## config.mk

```make
export PLATFORM = sky130hd
export DESIGN_NAME = wbs_ctrl
export DESIGN_NICKNAME = d
export VERILOG_FILES = /design/src/hw/rtl/wbs_pkg.sv /design/src/hw/rtl/wbs_ctrl.sv
export SDC_FILE = /design/constraint.sdc
export NUM_CORES = 1
export LEC_CHECK = 0
export BUFFER_PORTS_ARGS = -buffer_cell sky130_fd_sc_hd__buf_4
export CAP_MARGIN = 20
export CORE_MARGIN = 3
export CORE_UTILIZATION = 50
export CTS_CLUSTER_SIZE = 16
export DETAILED_ROUTE_END_ITERATION = 8
export PLACE_DENSITY = 0.82
export SYNTH_ARGS = -nofsm -noshare
export SYNTH_HDL_FRONTEND = slang
export SYNTH_SLANG_ARGS = --single-unit
export TNS_END_PERCENT = 5
```

## constraint.sdc

```tcl
create_clock -name clock -period 3.85 [get_ports clock]
set_input_delay 0.77 -clock clock [delete_from_list [all_inputs] [get_ports clock]]
set_output_delay 0.77 -clock clock [all_outputs]
set_load 0.02 [all_outputs]
```

## src/hw/rtl/wbs_pkg.sv

```systemverilog
// Package with shared constants, types and arithmetic helpers for the waypoint steering block.
`timescale 1ns / 1ps
package wbs_pkg;

   localparam int MAX_WAYPOINTS    = 256;
   localparam int ANGLE_ITERATIONS = 16;
   localparam int WP_IDX_W         = $clog2(MAX_WAYPOINTS);
   localparam int SQRT_STEPS       = 22;
   localparam int ITER_STEPS       = (ANGLE_ITERATIONS > SQRT_STEPS) ? ANGLE_ITERATIONS
                                                                     : SQRT_STEPS;
   localparam int STEP_W           = $clog2(ITER_STEPS + 1);
   localparam int CSR_DATA_W       = 20;
   localparam int CSR_INDEX_W      = 2;

   localparam logic FUNC_LOAD = 1'b0;
   localparam logic FUNC_NAV  = 1'b1;

   typedef enum logic [1:0] {
      DRIVE_STOP    = 2'd0,
      DRIVE_FORWARD = 2'd1,
      DRIVE_RIGHT   = 2'd2,
      DRIVE_LEFT    = 2'd3
   } drive_type;

   typedef enum logic [CSR_INDEX_W-1:0] {
      CSR_WAYPOINT_COUNT  = 2'd0,
      CSR_TURN_THRESHOLD  = 2'd1,
      CSR_ARRIVE_DISTANCE = 2'd2,
      CSR_VALID_RANGE     = 2'd3
   } csr_index_type;

   typedef enum logic [3:0] {
      ST_IDLE,
      ST_FETCH,
      ST_DIFF,
      ST_SQUARE,
      ST_INIT,
      ST_ITER,
      ST_BEARING,
      ST_UPDATE,
      ST_DECIDE,
      ST_EMIT
   } state_type;

   typedef struct packed {
      logic              capture;
      logic              mem_write;
      logic              mem_read;
      logic              diff;
      logic              square;
      logic              init;
      logic              sqrt_en;
      logic              cordic_en;
      logic [STEP_W-1:0] step;
      logic              bearing;
      logic              update;
      logic              decide;
      logic              emit;
   } dp_cmd_type;

   // Arctangent of 2^-i in units of 0.01 degree / 65536.
   localparam logic [31:0] ATAN_TABLE [24] = '{
      32'd294912000, 32'd174096719, 32'd91987925, 32'd46694507, 32'd23437865,
      32'd11730358, 32'd5866610, 32'd2933484, 32'd1466765, 32'd733385,
      32'd366693, 32'd183347, 32'd91673, 32'd45837, 32'd22918, 32'd11459,
      32'd5730, 32'd2865, 32'd1432, 32'd716, 32'd358, 32'd179, 32'd90, 32'd45
   };

   // Arithmetic shift right that truncates toward zero.
   function automatic logic signed [33:0] shr_tz(input logic signed [33:0] v,
                                                 input logic [STEP_W-1:0] s);
      logic signed [33:0] n;
      n = -v;
      if (v < 0) begin
         return -(n >>> s);
      end
      return v >>> s;
   endfunction

endpackage

```

## src/hw/rtl/wbs_ctrl.sv

```systemverilog
// Controller state machine that sequences the steering datapath.
`timescale 1ns / 1ps
module wbs_ctrl import wbs_pkg::*; (
   input  logic       clock,
   input  logic       reset,
   input  logic       req_valid,
   input  logic       req_func,
   input  logic       req_enable,
   output logic       req_ready,
   input  logic       rsp_ready,
   output logic       rsp_valid,
   output dp_cmd_type cmd
);

   state_type         state_ff, state_in;
   logic [STEP_W-1:0] step_ff, step_in;
   logic              rsp_valid_ff, rsp_valid_in;
   logic              accept;

   always_ff @(posedge clock) begin
      if (reset) begin
         state_ff     <= ST_IDLE;
         step_ff      <= '0;
         rsp_valid_ff <= 1'b0;
      end else begin
         state_ff     <= state_in;
         step_ff      <= step_in;
         rsp_valid_ff <= rsp_valid_in;
      end
   end

   assign req_ready = (state_ff == ST_IDLE);
   assign rsp_valid = rsp_valid_ff;
   assign accept    = req_valid && req_ready;

   always_comb begin
      state_in      = state_ff;
      step_in       = step_ff;
      cmd           = '0;
      cmd.step      = step_ff;
      cmd.sqrt_en   = (32'(step_ff) < SQRT_STEPS);
      cmd.cordic_en = (32'(step_ff) < ANGLE_ITERATIONS);
      unique case (state_ff)
         ST_IDLE: begin
            cmd.capture   = accept;
            cmd.mem_write = accept && (req_func == FUNC_LOAD);
            if (accept && req_func == FUNC_NAV) begin
               state_in = req_enable ? ST_FETCH : ST_DECIDE;
            end
         end
         ST_FETCH: begin
            cmd.mem_read = 1'b1;
            state_in     = ST_DIFF;
         end
         ST_DIFF: begin
            cmd.diff = 1'b1;
            state_in = ST_SQUARE;
         end
         ST_SQUARE: begin
            cmd.square = 1'b1;
            state_in   = ST_INIT;
         end
         ST_INIT: begin
            cmd.init = 1'b1;
            step_in  = '0;
            state_in = ST_ITER;
         end
         ST_ITER: begin
            step_in = step_ff + 1'b1;
            if (step_ff == STEP_W'(ITER_STEPS - 1)) begin
               state_in = ST_BEARING;
            end
         end
         ST_BEARING: begin
            cmd.bearing = 1'b1;
            state_in    = ST_UPDATE;
         end
         ST_UPDATE: begin
            cmd.update = 1'b1;
            state_in   = ST_DECIDE;
         end
         ST_DECIDE: begin
            cmd.decide = 1'b1;
            state_in   = ST_EMIT;
         end
         ST_EMIT: begin
            if (!rsp_valid_ff || rsp_ready) begin
               cmd.emit = 1'b1;
               state_in = ST_IDLE;
            end
         end
         default: state_in = ST_IDLE;
      endcase
      if (state_ff != ST_ITER) begin
         cmd.sqrt_en   = 1'b0;
         cmd.cordic_en = 1'b0;
      end
   end

   always_comb begin
      if (cmd.emit) begin
         rsp_valid_in = 1'b1;
      end else if (rsp_ready) begin
         rsp_valid_in = 1'b0;
      end else begin
         rsp_valid_in = rsp_valid_ff;
      end
   end

endmodule

```

==> metrics.md, run 1 <==
| Metric | Value |
|---|---|
| Outcome | finished, final reports clean |
| Setup Fix Bufs, Post-CTS | 0 |
| Worst Path Max Fanout | 13 |
| CTS tree | done |
| Mapped cell area | about 680 µm² |
| 1st-iter DRT viols | 7 |
| FF-to-FF End | state_ff[0] |
| Critical Path AT | 1720 ps |
| Register share of total power | 0.411 |
| Clock Tree Buf Depth | 2 |
| Post-cts sizing count | 0 |
| First-pass GRT wire length | 2546 µm |
| Static Leak | ~0.00035 µW |
| Synth Area in Adders | 0.03697 |
| RSZ-0062 raised after global routing | no |
| Area delta synth->final | 26.99% |
| Internal | about 210 µW |
| Register area share after synthesis | 0.2957 |
| Clock share of power | 0.311 |
| FMAX | 401.1 MHz |
| Die X | approximately 43 µm |
| Residual DRC | 0 |
| Crit end category | primary output |
| Overall routed net length | roughly 1600 µm |
| Final Power | between 300 and 400 µW |
| Initial Utilization | 0.5707 |
| I/O Pins | 25 |
| Final min period | roughly 2500 ps |
| Top-count cell post-synth | dfxtp_1 |
| Fin Setup TNS | 0 ps |
| Largest family of logic cells by synthesized area | simple AND/OR/NAND/NOR gates |
| Mapped Cells | 84 |
| Vias in the first global route | around 580 |
| Hold Path Sink | rsp_valid |
| Max-slew headroom | 0.6895 |
| Async set-reset flop share out of synthesis | 0 |
| Maximum level of the CTS H-tree | 1 |
| Complex-gate fraction of the synthesized area | 0.1793 |
| Sw Pwr | 95.22 µW |
| Initial antenna violation count | 0 |
| Syn nets | 92 |
| Switching Share | 0.3157 |
| Fin crit share | 0.6476 |
| GRT overflow | 0 |
| Worst Setup SP | state_ff[3] |
| Routed wl met2 | around 830 µm |
| DIE HEIGHT | between 40 and 50 µm |
| Core area | 1186 µm² |
| WHS Path Cells | 2 |
| XOR/XNOR Fraction of Synth Area | 0.01294 |
| N_diodes | 0 |
| Netlist cell types | 36 |
| # clock sinks | 10 |
| Final Max Tran Viols | 0 |
| Top layer in use | met4 |
| Biggest area consumer among synthesized cells | dfxtp_1 |
| Top cell type's share of synthesized area | 0.2957 |
| Top FF cell, synth | dfxtp_1 |
| Post-synth top cells | dfxtp_1, a21oi_1, nor3_1 |
| Endpoints failing hold | 0 |
| Vias per cell | between 5 and 6 |
| Worst-Margin Slew | approximately 470 ps |
| Gate power share | 0.278 |
| Crit path kind | reg -> out |
| Vias | ~670 |
| Hold_sp | rsp_valid |
| Detail Route Antenna Nets | 0 |
| Worst-case clock skew | just over 0.7 ps |
| CTS root buf | clkbuf_4 |
| Fin nets | roughly 110 |
| Setup-failing EPs final | 0 |
| CP required | around 3000 ps |
| Flops & latches, synth | 10 |
| Port bufs | 24 |
| Skew-Pair Late Insertion Delay | between 200 and 300 ps |
| Pwr dens | around 350 nW/µm² |
| Layout cells sized above 1 | 0.3333 |
| R2R cell count | 4 |
| Tot GR Track Use | 0.1821 |
| Hold Worst Slack | roughly 520 ps |
| Crit start category | register |
| Peak supply drop | between 0.15 and 0.2 mV |
| Synth area leaders | dfxtp_1, a21oi_1, nor3_1 |
| Die area | between 1500 and 2000 µm² |
| Detail Placement HPWL | between 1000 and 1500 µm |
| Max Cap Viol | 0 |
| HP Class | reg -> reg |
| R2R Setup Slk | about 2200 ps |
| Cts hold-fix bufs | 0 |
| Synth Area in Simple Gates | 0.3734 |
| Reg clk slew, reported paths | approximately 70 ps |
| Mux cell area share after synthesis | 0.01479 |
| Met1 WL | 694 µm |
| First-pass detailed-route iteration total | 4 |
| Pin count of the biggest net entering global routing | 14 |
| Mean post-synth cell area | roughly 8 µm² |
| R2R Path Start | state_ff[3] |
| Wire length per cell | around 14 µm |
| TritonCTS Buffers | 3 |
| Syn. warnings | 0 |
| Row cnt | 12 |
| Met3 WL post-DR | about 100 µm |
| Routability cong. | between 0.7 and 0.8 |
| Post-synth EDFFs | 0 |
## kinds of logic (layout without fill, tap and decap cells)
family,after synthesis,in the layout
AOI/OAI and AO/OA,20,20
adders and majority gates,2,2
muxes,1,1
and+or+nand+nor,41,41
buffers and inverters,9,30
xor gates and xnor gates,1,1
DFF,10,10
## layout by cell type, fill, tap and decap left out
master    instances
o311ai_0          1
nand2b_4          1
nor2_1            5
clkbuf_8          1
a21oi_2           1
nor3_2            2
and2_1            3
nand2b_1          2
a21oi_1           8
nor3b_1           2
nand4b_1          1
nor2b_1           3
nor4_1            2
xor2_1            1
dfxtp_1          10
or2_2             1
o21ai_0           1
or3_1             1
or2b_1            1
o21ai_1           3
a211oi_1          2
nor3b_2           1
ha_1              2
or2_1             1
a21boi_0          1
inv_1             2
nor3_1            7
nand2_1           5
buf_4            24
a31oi_1           1
nand3_1           2
clkbuf_4          3
a21o_1            2
or3b_4            1
mux2i_1           1
## critical path, cell delays in order (launching register included)
cell and delay (ps):
dfxtp_1 590, inv_1 150, or3_1 430, nor2b_1 140, buf_4 150
## metal layers
| layer | up-vias | global-route usage |
|---|---|---|
| li1 | 339 | - |
| met5 | - | 0 |
| met4 | 0 | 0.03727 |
| met3 | 2 | 0.06356 |
| met1 | 309 | 0.2143 |
| met2 | 19 | 0.3144 |
## worst max-delay path by stage
stage               to
3_3_place_gp    cmd[0]
5_1_grt         cmd[0]
6_report        cmd[0]
2_1_floorplan  cmd[15]
3_5_place_dp    cmd[0]
4_1_cts         cmd[0]
## power groups by stage
| stage | registers (µW) | logic [µW] | clock network (µW) |
|---|---|---|---|
| 6_report | 124 | 83.8 | 93.9 |
| 3_5_place_dp | 126 | 83.2 | 0 |
| 5_1_grt | 125 | 89.7 | 101 |
| 4_1_cts | 123 | 84.1 | 97.5 |
| 2_1_floorplan | 115 | 68.5 | 0 |
| 3_3_place_gp | 125 | 82.1 | 0 |
## state kept, by name, indices dropped and copies added, names as in the netlist
name,count
step_ff,5
state_ff,4
rsp_valid,1
## cell type report
class	instances	area, µm²
Clock buffer	4	36.28
Fill cell	92	326.6
Inverter	2	7.507
Multi-Input combinational cell	65	417.9
Sequential cell	10	200.2
Tap cell	14	17.52
Timing Repair Buffer	24	180.2
## stage by stage
stage | util | std cells | area, µm² | setup WS (ps)
final | 0.7247 | 119 | 859.6 | 1357
after global routing | 0.7247 | 119 | 859.6 | 1289
after CTS | 0.7247 | 119 | 859.6 | 1368
after detailed placement | 0.6941 | 115 | 823.3 | 1695
after global placement | 0.6941 | 115 | 823.3 | 1760
after floorplan | - | 84 | 676.9 | 1177
No activity file was read; power rests on OpenSTA's default activity.
==> inputs of run 2 (changes only) <==
Settings changed: CORE_UTILIZATION 50 to 47, PLACE_DENSITY 0.82 to 0.78.
Clock period 3.85 ns to 2.4 ns, I/O delays scaled along.
==> run 2 against run 1 <==
Flip-flop and latch count is the same. Sequential power is 60% higher. Global-route usage shrank 1.9 points. Hold slack got worse by 73 ps. Highest routed layer unchanged. Clock power is 58% higher. Cell count increased by 0.84%. Clock skew up 7.0 ps. Via count is 1.5% higher.
==> metrics.md, run 2 (synthesis gave the netlist of run 1 again) <==
| Metric | Value |
|---|---|
| Outcome | finished, final reports clean |
| Pwr dens | 556.4 nW/µm² (+59%) |
| Fin Setup TNS | 0 ps (unchanged) |
| First-pass detailed-route iteration total | 4 (unchanged) |
| Most frequent cells in the layout | buf_4, dfxtp_1, a21oi_1 |
| Critical Path AT | 1660 ps (-60 ps) |
| Detail Route Antenna Nets | 0 (unchanged) |
| Worst path cell trace | inv_1 -> or3_1 -> nor2b_1 -> buf_4 |
| # fillers | 113 (+23%) |
| Pin count of the biggest net entering global routing | 14 (unchanged) |
| Layout Utilization | 0.6454 (-0.07928) |
| Fin crit share | 0.8924 |
| Biggest register | step_ff |
| Port bufs | 24 (unchanged) |
| Clock Tree Buf Depth | 2 (unchanged) |
| Initial Utilization | 0.5075 (-0.06317) |
| Static Leak | 0.0003538 µW (unchanged) |
| RSZ-0062 raised after global routing | no |
| Post-cts sizing count | 0 (unchanged) |
| Vias in the first global route | 546 (-5.5%) |
| Worst Path Max Fanout | 13 (unchanged) |
| Post-route insts no fill | 120 (+0.84%) |
| HP Class | in -> reg |
| Critical path's slowest cell | dfxtp_1 |
| Die X | 43.95 µm (+2.7%) |
| Final Cell Area | 860.8 µm² (+0.15%) |
| Vias per cell | 5.658 (+0.65%) |
| CTS tree | done |
| Tot GR Track Use | 0.1634 (-0.01870) |
| Reg clk slew, reported paths | 70 ps (about the same) |
| Setup-failing EPs final | 0 (unchanged) |
| Wire length per cell | 12.19 µm (-11%) |
| Worst-case clock skew | 7.773 ps (+7.048 ps) |
| Maximum level of the CTS H-tree | 1 (unchanged) |
| Setup Fix Bufs, Post-CTS | 0 (unchanged) |
| N_diodes | 0 (unchanged) |
| Sequential cell area | 200.2 µm² (unchanged) |
| Worst-Margin Slew | 452.9 ps (-12.14 ps) |
| Overall routed net length | 1463 µm (-11%) |
| DIE HEIGHT | 43.95 µm (+2.7%) |
| Final Max Tran Viols | 0 (unchanged) |
| # clock sinks | 10 (unchanged) |
| CTS root buf | clkbuf_4 |
| Detail Placement HPWL | 1077 µm (-11%) |
| Crit start category | register |
| Area of placed instances | 824.5 µm² (+0.15%) |
| Vias | 679 (+1.5%) |
| Crit end category | primary output |
| R2R Setup Slk | 840 ps (-1400 ps) |
| Bufs and invs on worst path | 2 (unchanged) |
| GRT overflow | 0 (unchanged) |
| Placed insts | 116 (+0.87%) |
| Endpoints failing hold | 0 (unchanged) |
| Area delta synth->final | 27.17% |
| Max Cap Viol | 0 (unchanged) |
| Max reg flops | 5 (unchanged) |
| Die area | 1932 µm² (+5.5%) |
| Crit-path leading delay family | flip-flops |
| I/O Pins | 25 (unchanged) |
| FMAX | 466.9 MHz |
| Hold Worst Slack | 450.2 ps (-73.04 ps) |
| Row cnt | 13 (+1) |
| 1st-iter DRT viols | 13 (+6) |
| TritonCTS Buffers | 3 (unchanged) |
| Core area | 1334 µm² (+12%) |
| Peak supply drop | 0.4300 mV (+120%) |
| Routability cong. | 0.8609 (+11%) |
| Multi-input logic area | 417.9 µm² (unchanged) |
| Max-slew headroom | 0.6976 (+0.008105) |
| Crit path kind | reg -> out |
| Residual DRC | 0 (unchanged) |
| Final min period | 2142 ps |
| First-pass GRT wire length | 2387 µm (-6.2%) |
| Layout cells sized above 1 | 0.3333 (unchanged) |
| CP peak stage delay | 570 ps (-20 ps) |
| Cts hold-fix bufs | 0 (unchanged) |
| Fin nets | 114 (unchanged) |
| Most common cell after layout, fill and taps aside | buf_4 |
| Initial antenna violation count | 0 (unchanged) |
| CP required | 1920 ps (-1160 ps) |
| Skew-Pair Late Insertion Delay | 260 ps (about the same) |
[run 2: cell counts in the layout (fill, tap and decap cells not counted)]
No cell type changed its count.
[run 2: stage by stage]
stage          power (µW)  setup slack, ps
5_1_grt             509.9            157.4
6_report            479.0            258.2
2_1_floorplan       294.4            17.14
4_1_cts             485.4            266.0
3_3_place_gp        331.5            606.3
3_5_place_dp        334.2            561.3
[run 2: path summary, 6_finish.rpt]
check	endpoint	start	cells after the start
max reg2reg	state_ff[3]	state_ff[3]	4
min reg2reg	rsp_valid	rsp_valid	2
min	step_ff[2]	reset	2
max	cmd[0]	state_ff[3]	4
[run 2: area by class of cell]
type / instances / area share
well taps: 15 / 0.02180
repair buffers: 24 / 0.2093
inverters: 2 / 0.008721
clock buffers: 4 / 0.04215
multi-input cells: 65 / 0.4855
flip-flops and latches: 10 / 0.2326
[run 2: metal layers]
| layer | vias up | wire length [µm] | global-route usage |
|---|---|---|---|
| met5 | - | 0 | 0 |
| met4 | 0 | 11 | 0.04819 |
| met3 | 2 | 93 | 0.08299 |
| met2 | 19 | 689 | 0.2238 |
| met1 | 318 | 669 | 0.2219 |
| li1 | 340 | - | - |
[run 2: power by group]
group | switching (µW) | internal (µW) | total, µW
Combinational | 67.6 | 64.9 | 133
Sequential | 24.0 | 174 | 198
Clock | 56.4 | 91.9 | 148
